==> config.mk <==
export PLATFORM = sky130hd
export DESIGN_NAME = slotted_jittered_beacon_timer_flat
export DESIGN_NICKNAME = d
export VERILOG_FILES = /design/src/rtl/core/sjbt_pkg.sv /design/src/rtl/core/sjbt_ifs.sv /design/src/rtl/core/slotted_jittered_beacon_timer.sv /design/src/rtl/core/sjbt_div.sv /design/src/flat_wrapper.sv
export SDC_FILE = /design/constraint.sdc
export NUM_CORES = 1
export LEC_CHECK = 0
export BUFFER_PORTS_ARGS = -buffer_cell sky130_fd_sc_hd__buf_4
export CORE_UTILIZATION = 25
export CTS_CLUSTER_DIAMETER = 50
export DETAILED_ROUTE_END_ITERATION = 12
export GPL_TIMING_DRIVEN = 0
export SKIP_LAST_GASP = 1
export SLEW_MARGIN = 20
export SYNTH_ARGS = -nofsm -noshare
export SYNTH_HDL_FRONTEND = slang
export SYNTH_SLANG_ARGS = --single-unit
==> constraint.sdc <==
create_clock -name i_clk -period 6.27 [get_ports i_clk]
set_input_delay 0.9405 -clock i_clk [delete_from_list [all_inputs] [get_ports i_clk]]
set_output_delay 0.9405 -clock i_clk [all_outputs]
set_load 0.02 [all_outputs]
==> src/rtl/core/sjbt_pkg.sv <==
`default_nettype none
// ----------------------------------------------------------------------------
// sjbt_pkg
// Shared types and constants for the slotted jittered beacon timer.
// ----------------------------------------------------------------------------
package sjbt_pkg;

    localparam int MS_W      = 32;
    localparam int SEQ_W     = 16;
    localparam int CFG_IDX_W = 2;
    localparam int CFG_DAT_W = 16;
    localparam int DIVR_W    = 11;
    localparam int STEP_W    = 6;

    localparam logic [MS_W-1:0] LCG_MUL    = 32'd1103515245;
    localparam logic [MS_W-1:0] LCG_ADD    = 32'd12345;
    localparam logic [9:0]      MS_PER_SEC = 10'd1000;

    localparam logic [CFG_IDX_W-1:0] CFG_TAG_ID     = 2'd0;
    localparam logic [CFG_IDX_W-1:0] CFG_SLOT_COUNT = 2'd1;
    localparam logic [CFG_IDX_W-1:0] CFG_BLINK_RATE = 2'd2;
    localparam logic [CFG_IDX_W-1:0] CFG_JITTER_MAX = 2'd3;

    typedef logic [MS_W-1:0]  t_ms;
    typedef logic [SEQ_W-1:0] t_seq;

    typedef struct packed {
        logic              start;
        logic [MS_W-1:0]   dividend;
        logic [DIVR_W-1:0] divisor;
        logic [STEP_W-1:0] steps;
    } t_div_req;

    typedef struct packed {
        logic              done;
        logic [MS_W-1:0]   quot;
        logic [DIVR_W-1:0] rem;
    } t_div_rsp;

endpackage
`default_nettype wire

==> src/rtl/core/sjbt_ifs.sv <==
`default_nettype none
// ----------------------------------------------------------------------------
// sjbt_ifs
// Valid/ready channels: time samples in, blink results out.
// ----------------------------------------------------------------------------
interface sjbt_in_if import sjbt_pkg::*; ();
    logic valid;
    logic ready;
    t_ms  now_ms;

    modport source (output valid, output now_ms, input ready);
    modport sink   (input valid, input now_ms, output ready);
endinterface

interface sjbt_out_if import sjbt_pkg::*; ();
    logic valid;
    logic ready;
    logic blink_fire;
    t_seq blink_seq;

    modport source (output valid, output blink_fire, output blink_seq, input ready);
    modport sink   (input valid, input blink_fire, input blink_seq, output ready);
endinterface
`default_nettype wire

==> src/rtl/core/slotted_jittered_beacon_timer.sv <==
`default_nettype none
// ----------------------------------------------------------------------------
// slotted_jittered_beacon_timer
// Blink scheduler: slot offset per tag plus LCG jitter on the blink interval.
// ----------------------------------------------------------------------------
// Usage:
//   i_sample carries the current millisecond time; each transaction yields
//   exactly one transaction on o_blink (blink_fire, blink_seq).
//   Registers are written through i_cfg_we / i_cfg_idx / i_cfg_data; the
//   user must do so only while the block is idle, which the block itself
//   does not enforce. Indexes: tag id, slot count, blink rate, jitter max.
//   A sample takes four passes through one shared bit-serial divider (10 + 16
//   + 10 + 32 steps: interval, tag slot, slot width, jitter modulo) plus
//   sequencing, so a new sample is taken only after the last one has left
//   its compare step. i_sample.ready is high only while the sequencer is idle.
//   The result sits in an output register; if o_blink is stalled, the next
//   sample may still be accepted and the block waits at its compare step
//   until the register frees up.
//   Reset (synchronous, active low) clears sequence count and last blink time
//   and loads register defaults: tag 0, one slot, 10 Hz, no jitter.
// ----------------------------------------------------------------------------
module slotted_jittered_beacon_timer import sjbt_pkg::*; (
    input  wire logic                 i_clk,
    input  wire logic                 i_rst_n,
    input  wire logic                 i_cfg_we,
    input  wire logic [CFG_IDX_W-1:0] i_cfg_idx,
    input  wire logic [CFG_DAT_W-1:0] i_cfg_data,
    sjbt_in_if.sink                   i_sample,
    sjbt_out_if.source                o_blink
);

    localparam logic [2:0] S_IDLE = 3'd0;
    localparam logic [2:0] S_PER  = 3'd1;
    localparam logic [2:0] S_TAG  = 3'd2;
    localparam logic [2:0] S_SLT  = 3'd3;
    localparam logic [2:0] S_JIT  = 3'd4;
    localparam logic [2:0] S_CMP  = 3'd5;

    logic [2:0]  r_state, n_state;

    logic [15:0] r_tag_id;
    logic [7:0]  r_slot_count;
    logic [9:0]  r_rate;
    logic [9:0]  r_jmax;

    t_seq        r_seq;
    t_ms         r_last;
    t_ms         r_now;
    t_ms         r_seed;
    logic [9:0]  r_period;
    logic [7:0]  r_tag_mod;
    t_ms         r_base;
    t_ms         r_due;

    logic        r_out_valid;
    logic        r_out_fire;
    t_seq        r_out_seq;

    t_div_req    div_req;
    t_div_rsp    div_rsp;

    logic        in_acc;
    logic        out_load;
    logic        fire;
    logic [9:0]  rate_eff;
    logic [7:0]  slots_eff;
    logic [11:0] jit_diff;
    logic [17:0] slot_prod;
    t_ms         offset;

    assign rate_eff  = (r_rate == '0) ? 10'd1 : r_rate;
    assign slots_eff = (r_slot_count == '0) ? 8'd1 : r_slot_count;
    assign in_acc    = i_sample.valid && i_sample.ready;
    assign fire      = (r_now >= r_due);
    assign out_load  = (r_state == S_CMP) && (!r_out_valid || o_blink.ready);
    assign jit_diff  = {1'b0, div_rsp.rem} - {2'b00, r_jmax};
    assign slot_prod = r_tag_mod * div_rsp.quot[9:0];
    assign offset    = {{(MS_W-18){1'b0}}, slot_prod};

    sjbt_div u_div (
        .i_clk   (i_clk),
        .i_rst_n (i_rst_n),
        .i_req   (div_req),
        .o_rsp   (div_rsp)
    );

    // divider sequencing
    always_comb begin
        n_state          = r_state;
        div_req.start    = 1'b0;
        div_req.dividend = '0;
        div_req.divisor  = '0;
        div_req.steps    = '0;
        unique case (r_state)
            S_IDLE: begin
                if (in_acc) begin
                    div_req.start    = 1'b1;
                    div_req.dividend = {MS_PER_SEC, 22'd0};
                    div_req.divisor  = {1'b0, rate_eff};
                    div_req.steps    = STEP_W'(10);
                    n_state          = S_PER;
                end
            end
            S_PER: begin
                if (div_rsp.done) begin
                    div_req.start    = 1'b1;
                    div_req.dividend = {r_tag_id, 16'd0};
                    div_req.divisor  = {3'd0, slots_eff};
                    div_req.steps    = STEP_W'(16);
                    n_state          = S_TAG;
                end
            end
            S_TAG: begin
                if (div_rsp.done) begin
                    div_req.start    = 1'b1;
                    div_req.dividend = {r_period, 22'd0};
                    div_req.divisor  = {3'd0, slots_eff};
                    div_req.steps    = STEP_W'(10);
                    n_state          = S_SLT;
                end
            end
            S_SLT: begin
                if (div_rsp.done) begin
                    div_req.start    = 1'b1;
                    div_req.dividend = r_seed;
                    div_req.divisor  = {r_jmax, 1'b1};
                    div_req.steps    = STEP_W'(32);
                    n_state          = S_JIT;
                end
            end
            S_JIT: begin
                if (div_rsp.done) begin
                    n_state = S_CMP;
                end
            end
            S_CMP: begin
                if (out_load) begin
                    n_state = S_IDLE;
                end
            end
            default: n_state = S_IDLE;
        endcase
    end

    always_ff @(posedge i_clk) begin
        if (!i_rst_n) begin
            r_state      <= S_IDLE;
            r_tag_id     <= '0;
            r_slot_count <= 8'd1;
            r_rate       <= 10'd10;
            r_jmax       <= '0;
            r_seq        <= '0;
            r_last       <= '0;
            r_out_valid  <= 1'b0;
        end else begin
            r_state <= n_state;
            if (i_cfg_we) begin
                unique case (i_cfg_idx)
                    CFG_TAG_ID:     r_tag_id     <= i_cfg_data;
                    CFG_SLOT_COUNT: r_slot_count <= i_cfg_data[7:0];
                    CFG_BLINK_RATE: r_rate       <= i_cfg_data[9:0];
                    CFG_JITTER_MAX: r_jmax       <= i_cfg_data[9:0];
                    default: ;
                endcase
            end
            if (out_load && fire) begin
                r_seq  <= r_seq + 1'b1;
                r_last <= r_now;
            end
            if (out_load) begin
                r_out_valid <= 1'b1;
            end else if (o_blink.ready) begin
                r_out_valid <= 1'b0;
            end
        end
    end

    // datapath
    always_ff @(posedge i_clk) begin
        if (in_acc) begin
            r_now  <= i_sample.now_ms;
            r_seed <= MS_W'({16'd0, r_seq} * LCG_MUL + LCG_ADD);
        end
        if (r_state == S_PER && div_rsp.done) begin
            r_period <= div_rsp.quot[9:0];
        end
        if (r_state == S_TAG && div_rsp.done) begin
            r_tag_mod <= div_rsp.rem[7:0];
        end
        if (r_state == S_SLT && div_rsp.done) begin
            r_base <= r_last + MS_W'(r_period) + offset;
        end
        if (r_state == S_JIT && div_rsp.done) begin
            r_due <= r_base + {{(MS_W-12){jit_diff[11]}}, jit_diff};
        end
        if (out_load) begin
            r_out_fire <= fire;
            r_out_seq  <= fire ? r_seq : '0;
        end
    end

    assign i_sample.ready     = (r_state == S_IDLE);
    assign o_blink.valid      = r_out_valid;
    assign o_blink.blink_fire = r_out_fire;
    assign o_blink.blink_seq  = r_out_seq;

endmodule
`default_nettype wire

==> src/rtl/core/sjbt_div.sv <==
`default_nettype none
// ----------------------------------------------------------------------------
// sjbt_div
// Shared restoring divider, one quotient bit per cycle. The dividend comes in
// left-aligned; after the given number of steps the low bits hold the quotient.
// ----------------------------------------------------------------------------
module sjbt_div import sjbt_pkg::*; (
    input  wire logic     i_clk,
    input  wire logic     i_rst_n,
    input  wire t_div_req i_req,
    output t_div_rsp      o_rsp
);

    logic [STEP_W-1:0] r_cnt;
    logic              r_done;
    logic [MS_W-1:0]   r_q;
    logic [DIVR_W-1:0] r_rem;
    logic [DIVR_W-1:0] r_div;

    logic [DIVR_W:0]   rem_sh;
    logic [DIVR_W:0]   diff;
    logic              ge;

    assign rem_sh = {r_rem, r_q[MS_W-1]};
    assign diff   = rem_sh - {1'b0, r_div};
    assign ge     = (rem_sh >= {1'b0, r_div});

    always_ff @(posedge i_clk) begin
        if (!i_rst_n) begin
            r_cnt  <= '0;
            r_done <= 1'b0;
        end else begin
            r_done <= 1'b0;
            if (i_req.start) begin
                r_cnt <= i_req.steps;
            end else if (r_cnt != '0) begin
                r_cnt <= r_cnt - 1'b1;
                if (r_cnt == STEP_W'(1)) begin
                    r_done <= 1'b1;
                end
            end
        end
    end

    always_ff @(posedge i_clk) begin
        if (i_req.start) begin
            r_q   <= i_req.dividend;
            r_rem <= '0;
            r_div <= i_req.divisor;
        end else if (r_cnt != '0) begin
            r_q   <= {r_q[MS_W-2:0], ge};
            r_rem <= ge ? diff[DIVR_W-1:0] : rem_sh[DIVR_W-1:0];
        end
    end

    assign o_rsp.done = r_done;
    assign o_rsp.quot = r_q;
    assign o_rsp.rem  = r_rem;

endmodule
`default_nettype wire

==> src/flat_wrapper.sv <==
// flat-port wrapper written by rule: the top's interface ports become plain ports
module slotted_jittered_beacon_timer_flat import sjbt_pkg::*;
  (i_clk, i_rst_n, i_cfg_we, i_cfg_idx, i_cfg_data, i_sample_valid, i_sample_now_ms, i_sample_ready, o_blink_valid, o_blink_blink_fire, o_blink_blink_seq, o_blink_ready);
  sjbt_in_if i_sample_i ();
  sjbt_out_if o_blink_i ();
  input  wire logic i_clk;
  input  wire logic i_rst_n;
  input  wire logic i_cfg_we;
  input  wire logic [CFG_IDX_W-1:0] i_cfg_idx;
  input  wire logic [CFG_DAT_W-1:0] i_cfg_data;
  input wire logic [$bits(i_sample_i.valid)-1:0] i_sample_valid;
  input wire logic [$bits(i_sample_i.now_ms)-1:0] i_sample_now_ms;
  output wire logic [$bits(i_sample_i.ready)-1:0] i_sample_ready;
  output wire logic [$bits(o_blink_i.valid)-1:0] o_blink_valid;
  output wire logic [$bits(o_blink_i.blink_fire)-1:0] o_blink_blink_fire;
  output wire logic [$bits(o_blink_i.blink_seq)-1:0] o_blink_blink_seq;
  input wire logic [$bits(o_blink_i.ready)-1:0] o_blink_ready;
  assign i_sample_i.valid = i_sample_valid;
  assign i_sample_i.now_ms = i_sample_now_ms;
  assign i_sample_ready = i_sample_i.ready;
  assign o_blink_valid = o_blink_i.valid;
  assign o_blink_blink_fire = o_blink_i.blink_fire;
  assign o_blink_blink_seq = o_blink_i.blink_seq;
  assign o_blink_i.ready = o_blink_ready;
  slotted_jittered_beacon_timer u_core (.i_clk(i_clk), .i_rst_n(i_rst_n), .i_cfg_we(i_cfg_we), .i_cfg_idx(i_cfg_idx), .i_cfg_data(i_cfg_data), .i_sample(i_sample_i), .o_blink(o_blink_i));
endmodule
==> flow_metrics.tcl, run 1 <==
set metrics [dict create \
    status "complete, but fails checks" \
    violations "DRC" \
    hold_buffers 0 \
    multi_input_area_sq_mm 0.0144 \
    drtPass1Iterations 10 \
    vias_per_cell 4.45 \
    grt_pass1_wl_mm 97.6 \
    drive_gt1_share_pct 8.69 \
    hold_violations 0 \
    port_buffers 71 \
    cts_num_sinks 320 \
    r2r_end "u_core.r_seed[28]" \
    nets 3096 \
    fin_util_pct 29.2 \
    finalMaxSlewViolations 0 \
    synthCells 2423 \
    ant_nets 0 \
    rows 114 \
    place.gp.congestion 0.888 \
    grt_max_degree 42 \
    synthArstFlopShare_pct 0 \
    drc 4 \
    cts_inserted_buffers 39 \
    synth.net_count 2961 \
    synth_top_area_share_pct 25.2 \
    regArea_sq_mm 0.00851 \
    cts_max_level 2 \
    r2r_cells 23 \
    fin_tns_setup_ps 0 \
    globalRouteTotalUtil_pct 12.6 \
    synthToLayoutAreaGrowth_pct 15.6 \
    max_slew_margin_pct 30.0 \
    ys_warn_count 0 \
    grt_pass1_vias 17300 \
    busiest_layer "met2" \
    die_y_um 315 \
    wl_per_cell_um 16.0 \
    clock_latency_ps 570 \
    hpwl_mm 49.3 \
    final_common_cell "inv_1" \
    finalCritPeriodShare_pct 96.4 \
    cts_tree "yes" \
    critPathLaunchType "flip-flop" \
    worst_slew_pin_slew_ps 1050 \
    vdd_drop_max_uv 393 \
    num_io_pins 74 \
    fmax_mhz 165 \
    fill_cells 10000 \
    yosys.area.top_type "edfxtp_1" \
    period_needed_ps 6050 \
    grt_overflow 0 \
    hold_depth 0 \
    die_area_sq_mm 0.0993 \
    met2_usage_pct 20.7 \
    start_util_pct 25.3 \
    ys_seq_area_share_pct 34.6 \
    die_w_um 315 \
    critPathCaptureType "flip-flop" \
    drt_iter0_markers 1139 \
    synth_seq_cells 320 \
    reg2reg_from "u_core.r_seq[2]" \
    cp.required_ps 6630 \
    min_to "u_core.r_period[8]" \
    root_buffer "clkbuf_16" \
    total_power_uw 11100 \
    hp-start "u_core.u_div.r_q[8]" \
    n_antenna_cell 0 \
    dpl_worst_slack_ps -431 \
    fin_ws_ps 223 \
    r2r_setup_slack_ps 220 \
    ys.flop_type "edfxtp_1" \
    vias 17200 \
    synth_edf_count 206 \
    synth_area_sq_mm 0.0245 \
    core-area_sq_mm 0.0969 \
    hold_path.class "flip-flop to flip-flop" \
    synth.distinct_cells 75 \
    cp.arrival_ps 6400 \
    power.density_mw_per_mm2 391 \
    antenna_found_initial 1 \
    cts_buffer_depth 3 \
    fin_worst_skew_ps 27.6 \
    finalSetupViolations 0 \
    avgSynthCellArea_sq_um 10.1 \
    use_met3_pct 1.93 \
    use_met1_pct 17.1 \
    cap_viol_max_count 0 \
    leakage_uw 0.0126 \
    routed_wl_mm 61.9 \
    worstPathMaxFanout 5 \
    startpoint "u_core.r_seq[2]" \
    layout_common_cells "inv_1, ha_1, nand2_1, edfxtp_1, fa_1" \
    crit_type "flip-flop to flip-flop" \
    worst_setup_hold_path_clk_slew_ps 70 \
    ys_top_cells_by_area "edfxtp_1, fa_1, ha_1" \
]
stage by stage:
step / cells / area [sq um] / hold slack [ps]
floorplan: 2423 / 24500 / 424
global placement: 3770 / 26600 / 433
detailed placement: 3773 / 26700 / 439
CTS: 3847 / 28100 / 450
global route: 3864 / 28300 / 459
finish: 3864 / 28300 / 448
layout make-up:
type / count / share of cell area, %
flip-flops and latches: 320 / 30.0
well taps: 1276 / 5.64
multi-input cells: 1626 / 50.7
inverters: 427 / 5.69
clock inverters: 20 / 0.738
repair buffers: 96 / 2.63
clock buffers: 51 / 3.86
plain buffers: 48 / 0.702
synthesized netlist by cell type (all sizes together), types with 3 or more instances:
cell type,instances
nand2b,16
o311ai,3
dfxtp,114
fa,200
inv,427
clkbuf,40
xor2,27
xnor2,93
a22oi,3
nor3,27
and2,60
nor2b,19
o21bai,16
a2111oi,3
mux2i,12
a21o,33
nor2,105
nand3b,3
a31oi,10
o21a,20
buf,10
o21ai,64
or2,9
a21oi,166
a222oi,17
a211oi,16
a22o,17
or4,6
nor4,10
a21boi,6
edfxtp,206
nand3,30
o211ai,4
o41ai,4
a221o,15
ha,283
nand2,258
nor4b,3
nor3b,8
nand4,18
and3,18
flip-flops by register name (all words and copies together) (netlist names):
| signal | cells |
|---|---|
| u_core.u_div.r_q | 32 |
| u_core.r_last | 32 |
| u_core.r_now | 32 |
| u_core.r_state | 3 |
| u_core.r_due | 32 |
| u_core.r_rate | 10 |
| u_core.r_tag_id | 16 |
| u_core.u_div.r_div | 11 |
| u_core.r_tag_mod | 8 |
| u_core.u_div.r_rem | 11 |
| u_core.r_seq | 16 |
| u_core.o_blink.valid | 1 |
| u_core.o_blink.blink_fire | 1 |
| u_core.u_div.r_cnt | 6 |
| u_core.u_div.r_done | 1 |
| u_core.r_slot_count | 8 |
| u_core.r_seed | 32 |
| u_core.o_blink.blink_seq | 16 |
| u_core.r_base | 32 |
| u_core.r_jmax | 10 |
| u_core.r_period | 10 |
report_power, final:
part / switching [uW] / internal, uW / leakage, uW
logic: 3270 / 2520 / 0.00915
registers: 178 / 2790 / 0.00284
clock network: 946 / 1360 / 0.000634
how the worst max path moves through the flow:
stage | endpoint | slack (ps) | cells after the start
after global routing | u_core.r_seed[28] | -30 | 23
after global placement | u_core.r_seed[28] | -440 | 23
after CTS | u_core.r_seed[28] | -30 | 23
after floorplan | u_core.r_seed[30] | 440 | 23
final | u_core.r_seed[28] | 220 | 23
after detailed placement | u_core.r_seed[31] | -430 | 22
repair_timing:
| item | in CTS | in global routing |
|---|---|---|
| setup endpoints to repair | 9 | 15 |
| gates resized for setup | 18 | 29 |
| pin swaps | 2 | 8 |
| buffers inserted | 3 | 19 |
metal layers:
layer | vias to the layer above | wire (um)
met1 | 8311 | 28900
li1 | 8423 | -
met3 | 83 | 3150
met2 | 391 | 28500
met5 | - | 9
met4 | 2 | 1330
worst max-delay path: stages (launching register included):
cell and delay, ps:
dfxtp_4 400, clkinvlp_4 150, ha_4 250, fa_1 540, inv_1 50, fa_1 500, inv_1 60, fa_1 520
inv_1 50, fa_1 470, inv_1 50, fa_1 480, inv_1 40, ha_1 340, and3_4 240, a31oi_1 150
o21ai_0 110, a41oi_2 220, o21a_1 210, a31oi_2 140, a311oi_2 310, o21a_1 200, nor2b_2 150, xnor2_1 190
kinds of logic after synthesis:
family	count (synthesis)	share of synthesized area, %
compound gates	414	11.1
xor+xnor	120	4.29
fa+ha+maj	483	30.8
buf+inv	477	7.35
flops	320	34.6
mux	14	0.582
simple gates	595	11.4
Note: power is estimated with default switching activity, not from simulation.
==> run 2, diff against run 1 <==
Settings changed: SYNTH_HIERARCHICAL set to 1.
==> run 2 against run 1 <==
Against the previous run: the flow now finishes without violations; global-route usage shrank 0.27 points; maximum frequency is essentially flat; clock-buffer cell count grew 5; non-clock buffer count shrank 7; clock skew grew 5.7 ps; critical path depth shrank 6; register-to-register slack is essentially flat; synthesized cell count shrank 0.95%; first-iteration DRC count shrank 23%; via count grew 1.5%; worst setup slack gained 4.1 ps; clock power grew 15%; highest routed layer unchanged.
==> flow_metrics.tcl, run 2 <==
set metrics [dict create \
    synthCells 2400 \
    leakage_uw 0.0133 \
    cts_inserted_buffers 44 \
    synthToLayoutAreaGrowth_pct 15.8 \
    fin_worst_skew_ps 33.3 \
    drt_iter0_markers 880 \
    cts_buffer_depth 3 \
    crit_path_max_incr_delay_ps 610 \
    fmax_mhz 165 \
    grt_pass1_wl_mm 98.1 \
    routed_wl_mm 61.9 \
    cp.required_ps 6600 \
    startpoint "u_core/r_seq[9]" \
    fin_tns_setup_ps 0 \
    nets 3066 \
    cts_tree "yes" \
    rows 115 \
    n_antenna_cell 0 \
    synth_top_area_share_pct 24.8 \
    fill_cells 10300 \
    reg2reg_from "u_core/r_seq[9]" \
    switchingPower_uw 4390 \
    regArea_sq_mm 0.00851 \
    synth.distinct_cells 79 \
    ys.flop_type "edfxtp_1" \
    fin_ws_ps 227 \
    total_power_uw 11300 \
    status "completed" \
    vias 17500 \
    layout_common_cells "inv_1, ha_1, edfxtp_1, fa_1, nand2_1" \
    path_common_cell "fa_1" \
    dpl_worst_slack_ps -418 \
    final_common_cell "inv_1" \
    ant_nets 0 \
    start_util_pct 25.3 \
    rsz0062_at_grt "no" \
    num_io_pins 74 \
    hold_path.class "flip-flop to flip-flop" \
    synth.most_common_cell "inv_1" \
    root_buffer "clkbuf_16" \
    finalMaxSlewViolations 0 \
    clock_latency_ps 590 \
    drc 0 \
    multi_input_area_sq_mm 0.0149 \
    synth_edf_count 206 \
    grt_overflow 0 \
    seqPwrFrac_pct 26.5 \
    hold_buffers 0 \
    worstPathMaxFanout 9 \
    ys_seq_area_share_pct 33.9 \
    place.gp.congestion 0.892 \
    die_w_um 318 \
    finalSetupViolations 0 \
    r2r_setup_slack_ps 230 \
    intPower_uw 6890 \
    globalRouteTotalUtil_pct 12.3 \
    grt_max_degree 42 \
    crit_type "flip-flop to flip-flop" \
    finalCritPeriodShare_pct 96.4 \
    cts_max_level 2 \
    cap_viol_max_count 0 \
    combPwrFrac_pct 50.0 \
    worst_setup_hold_path_clk_slew_ps 60 \
    hp-start "u_core/r_tag_id[9]" \
    synth_area_sq_mm 0.0250 \
    synth_seq_cells 320 \
    min_to "u_core/r_tag_id[9]" \
    synthArstFlopShare_pct 0 \
    swShare_pct 38.9 \
    ys_warn_count 6 \
    period_needed_ps 6040 \
    max_slew_margin_pct 31.6 \
    wl_per_cell_um 16.1 \
    drive_gt1_share_pct 10.2 \
    power.density_mw_per_mm2 390 \
    power_frac_clock_pct 23.5 \
    hold_depth 2 \
    ys_top_cells_by_area "edfxtp_1, fa_1, ha_1" \
    core-area_sq_mm 0.0987 \
    r2r_end "u_core/r_seed[30]" \
    avgSynthCellArea_sq_um 10.4 \
    vias_per_cell 4.54 \
    port_buffers 72 \
    critPathCaptureType "flip-flop" \
    hpwl_mm 49.2 \
    cp_cell_sequence "fa_1 > fa_1 > fa_1 > inv_1 > fa_1 > inv_1 > fa_1 > fa_1 > ha_2 > and4_4 > and3_4 > a211o_1 > o41a_1 > a221o_1 > a31oi_2 > a21oi_1 > xor2_1" \
    drtPass1Iterations 5 \
    grt_pass1_vias 18000 \
    yosys.area.top_type "edfxtp_1" \
    die_area_sq_mm 0.101 \
    antenna_found_initial 3 \
    cp_num_buf_inv 2 \
    worst_slew_pin_slew_ps 1020 \
    yosys-top-cells-count "inv_1, ha_1, edfxtp_1" \
    r2r_cells 17 \
    vdd_drop_max_uv 477 \
    cts_num_sinks 320 \
    cp_top_family "adder cells" \
    critPathLaunchType "flip-flop" \
    cp.arrival_ps 6370 \
    die_y_um 318 \
    hold_violations 0 \
    worst_path_max_delay_cell "fa_1" \
]
## run 2: per-layer routing
metal | wire length, um | vias up | GRT usage [%] | share of wire (%)
li1 | - | 8441 | - | -
met4 | 1500 | 2 | 3.89 | 2.4
met5 | 13 | - | 0 | 0.021
met1 | 28600 | 8586 | 16.2 | 46
met2 | 29000 | 345 | 20.7 | 47
met3 | 2790 | 88 | 1.86 | 4.5
## run 2: power by group through the flow
stage	Sequential (uW)	Combinational, uW	Clock [uW]
final	2990	5640	2650
after global routing	3010	6430	2800
after CTS	2990	5660	2720
after detailed placement	3030	5620	0
after global placement	3030	5550	0
after floorplan	2920	4510	0
## run 2: final cells by class
class,count,share of cell area (%)
multi-input combinational,1644,51.5
sequential,320,29.4
tap,1287,5.57
clock buffer,56,4.25
inverter,381,4.96
timing repair buffer,81,2.23
buffer,56,0.848
clock inverter,25,1.25
## run 2: tightest hold or removal path: cells and delay by family (launching register included)
family             cells  cell delay, ps
DFF                    1             300
AOI/OAI and AO/OA      1              50
and+or+nand+nor        1              50
## run 2: metrics by stage
stage	util, %	hold WS [ps]	instance area, sq um	cells
global route	29.3	483	28900	3850
CTS	29.2	458	28800	3844
global placement	27.5	444	27100	3760
detailed placement	27.6	446	27200	3763
floorplan	-	433	25000	2401
finish	29.3	455	28900	3850
## run 2: worst max path at each step
stage / to / depth (start not counted) / slack, ps
finish: u_core/r_seed[30] / 17 / 230
global route: u_core/r_seed[30] / 19 / 10
CTS: u_core/r_seed[30] / 17 / 30
detailed placement: u_core/r_seed[30] / 17 / -420
global placement: u_core/r_seed[30] / 17 / -390
floorplan: u_core/r_seed[30] / 17 / 270
## run 2: repair_timing
item	CTS	global route
pin swaps	0	2
buffers inserted	0	6
gates resized for setup	18	13
endpoints found under the setup margin	7	5
## run 2: cell families (layout without fill, tap and decap cells)
kind of cell | count (synthesis) | after routing | share of synthesized area (%)
and+or+nand+nor | 555 | 555 | 10.9
adders and majority gates | 483 | 483 | 30.2
buffers and inverters | 437 | 599 | 6.69
AOI/OAI and AO/OA | 399 | 399 | 10.4
DFF | 320 | 320 | 33.9
xor gates and xnor gates | 114 | 114 | 4.00
muxes | 91 | 91 | 3.84
other | 1 | 2 | 0.0150
==> run 3, diff against run 2 <==
Settings changed: REMOVE_ABC_BUFFERS set to 1.
==> run 3 against run 2 <==
Against the previous run: clock skew is 1.0 ps higher; utilization is 0.084 points lower; largest cell class unchanged; final area is 0.29% lower.
==> flow_metrics.tcl, run 3 (synthesis results as in run 2) <==
set metrics [dict create \
    status "completed" \
    worstPathMaxFanout 9 \
    finalMaxSlewViolations 0 \
    fmax_mhz 166 \
    die_area_sq_mm 0.101 \
    vias 17100 \
    die_w_um 318 \
    worst_setup_hold_path_clk_slew_ps 60 \
    crit_path_max_incr_delay_ps 560 \
    vias_per_cell 4.49 \
    critPathLaunchType "flip-flop" \
    place.gp.congestion 0.877 \
    cts_tree "yes" \
    antenna_found_initial 0 \
    cp.arrival_ps 6360 \
    hold_buffers 0 \
    cp.required_ps 6590 \
    grt_pass1_wl_mm 96.1 \
    worst_slew_pin_slew_ps 963 \
    hold_path.class "flip-flop to flip-flop" \
    grt_overflow 0 \
    grt_pass1_vias 17600 \
    combPwrFrac_pct 50.5 \
    leakage_uw 0.0133 \
    core-area_sq_mm 0.0987 \
    finalCritPeriodShare_pct 96.2 \
    hpwl_mm 47.6 \
    start_util_pct 25.3 \
    max_slew_margin_pct 35.6 \
    cts_max_level 2 \
    fill_cells 10200 \
    total_power_uw 11100 \
    drc 0 \
    path_common_cell "fa_1" \
    root_buffer "clkbuf_16" \
    period_needed_ps 6030 \
    num_io_pins 74 \
    switchingPower_uw 4380 \
    cts_num_sinks 320 \
    die_y_um 318 \
    drtPass1Iterations 6 \
    power_frac_clock_pct 22.7 \
    seqPwrFrac_pct 26.9 \
    wl_per_cell_um 15.9 \
    routed_wl_mm 60.6 \
    hold_violations 0 \
    n_antenna_cell 0 \
    fin_util_pct 29.2 \
    fin_tns_setup_ps 0 \
    cts_inserted_buffers 43 \
    power.density_mw_per_mm2 385 \
    clock_latency_ps 590 \
    drt_iter0_markers 1017 \
    dpl_worst_slack_ps -397 \
    vdd_drop_max_uv 570 \
    finalSetupViolations 0 \
    synthToLayoutAreaGrowth_pct 15.5 \
    port_buffers 73 \
    rows 115 \
    cap_viol_max_count 0 \
    globalRouteTotalUtil_pct 12.0 \
    final_common_cell "inv_1" \
    fin_worst_skew_ps 34.3 \
    grt_max_degree 57 \
    timing.hold.ws_ps 455 \
    nets 3023 \
    layout_common_cells "inv_1, ha_1, edfxtp_1, fa_1, nand2_1" \
    crit_type "flip-flop to flip-flop" \
    cts_buffer_depth 3 \
    worst_path_max_delay_cell "fa_1" \
    critPathCaptureType "flip-flop" \
    swShare_pct 39.4 \
    fin_ws_ps 238 \
    rsz0062_at_grt "no" \
    intPower_uw 6730 \
    ant_nets 0 \
    cp_cell_sequence "fa_2 > fa_1 > fa_1 > inv_1 > fa_1 > inv_1 > fa_1 > fa_1 > ha_1 > and4_4 > and3_4 > a211o_1 > o41a_1 > a221o_1 > a31oi_2 > a21oi_1 > xor2_1" \
    drive_gt1_share_pct 10.7 \
]
==> run 3: cell types whose count changed in the layout (fill, tap and decap cells not counted), sizes merged <==
cell / delta
bufinv: -2
clkbuf: -43
clkinvlp: +2
inv: +2
buf: -1
clkinv: -1
==> run 3: routing by layer <==
| layer | up-vias | track usage (%) | share of wire (%) |
|---|---|---|---|
| met5 | - | 0 | 0 |
| met4 | 0 | 3.49 | 2.3 |
| met3 | 76 | 1.89 | 4.1 |
| met2 | 321 | 20.1 | 47 |
| met1 | 8356 | 16.0 | 46 |
| li1 | 8353 | - | - |
==> run 3: path summary, 6_finish.rpt <==
path	to	from	depth (start not counted)	slack [ps]
worst max-delay path	u_core/r_seed[30]	u_core/r_seq[8]	17	240
worst min-delay path	u_core/r_tag_id[8]	u_core/r_tag_id[8]	2	460
worst max register to register	u_core/r_seed[30]	u_core/r_seq[8]	17	240
worst min register to register	u_core/r_tag_id[8]	u_core/r_tag_id[8]	2	460
==> run 3: cell type report <==
class / count / area [sq um] / area share, %
flip-flops and latches: 320 / 8510 / 29.5
inverters: 381 / 1440 / 4.98
repair buffers: 95 / 883 / 3.06
clock buffers: 54 / 1160 / 4.01
well taps: 1287 / 1610 / 5.59
clock inverters: 26 / 323 / 1.12
multi-input cells: 1644 / 14900 / 51.7
==> run 3: timing repair <==
item | 4_1_cts | 5_1_grt
gates resized for setup | 18 | 12
pin swaps | 1 | 4
setup endpoints to repair | 7 | 6
endpoints found under the hold margin | 0 | 0
buffers inserted | 1 | 8
==> run 3: power groups by stage <==
stage	registers (uW)	logic, uW	clock network [uW]
2_1_floorplan	2920	4480	0
3_5_place_dp	3030	5580	0
3_3_place_gp	3040	5500	0
4_1_cts	2990	5630	2600
5_1_grt	3010	6340	2680
6_report	2980	5610	2520
==> run 3: critical path: cells and delay by family, from the launching register on <==
family / cells / cell delay (ps)
compound gates: 5 / 1380
xor+xnor: 1 / 150
fa+ha+maj: 7 / 3320
buf+inv: 2 / 100
flops: 1 / 450
simple gates: 2 / 370
==> run 3: stage by stage <==
stage                     cells  area (sq um)
after floorplan            2345         24700
after global placement     3705         26900
after detailed placement   3718         27200
after CTS                  3799         28700
after global routing       3807         28800
final                      3807         28800
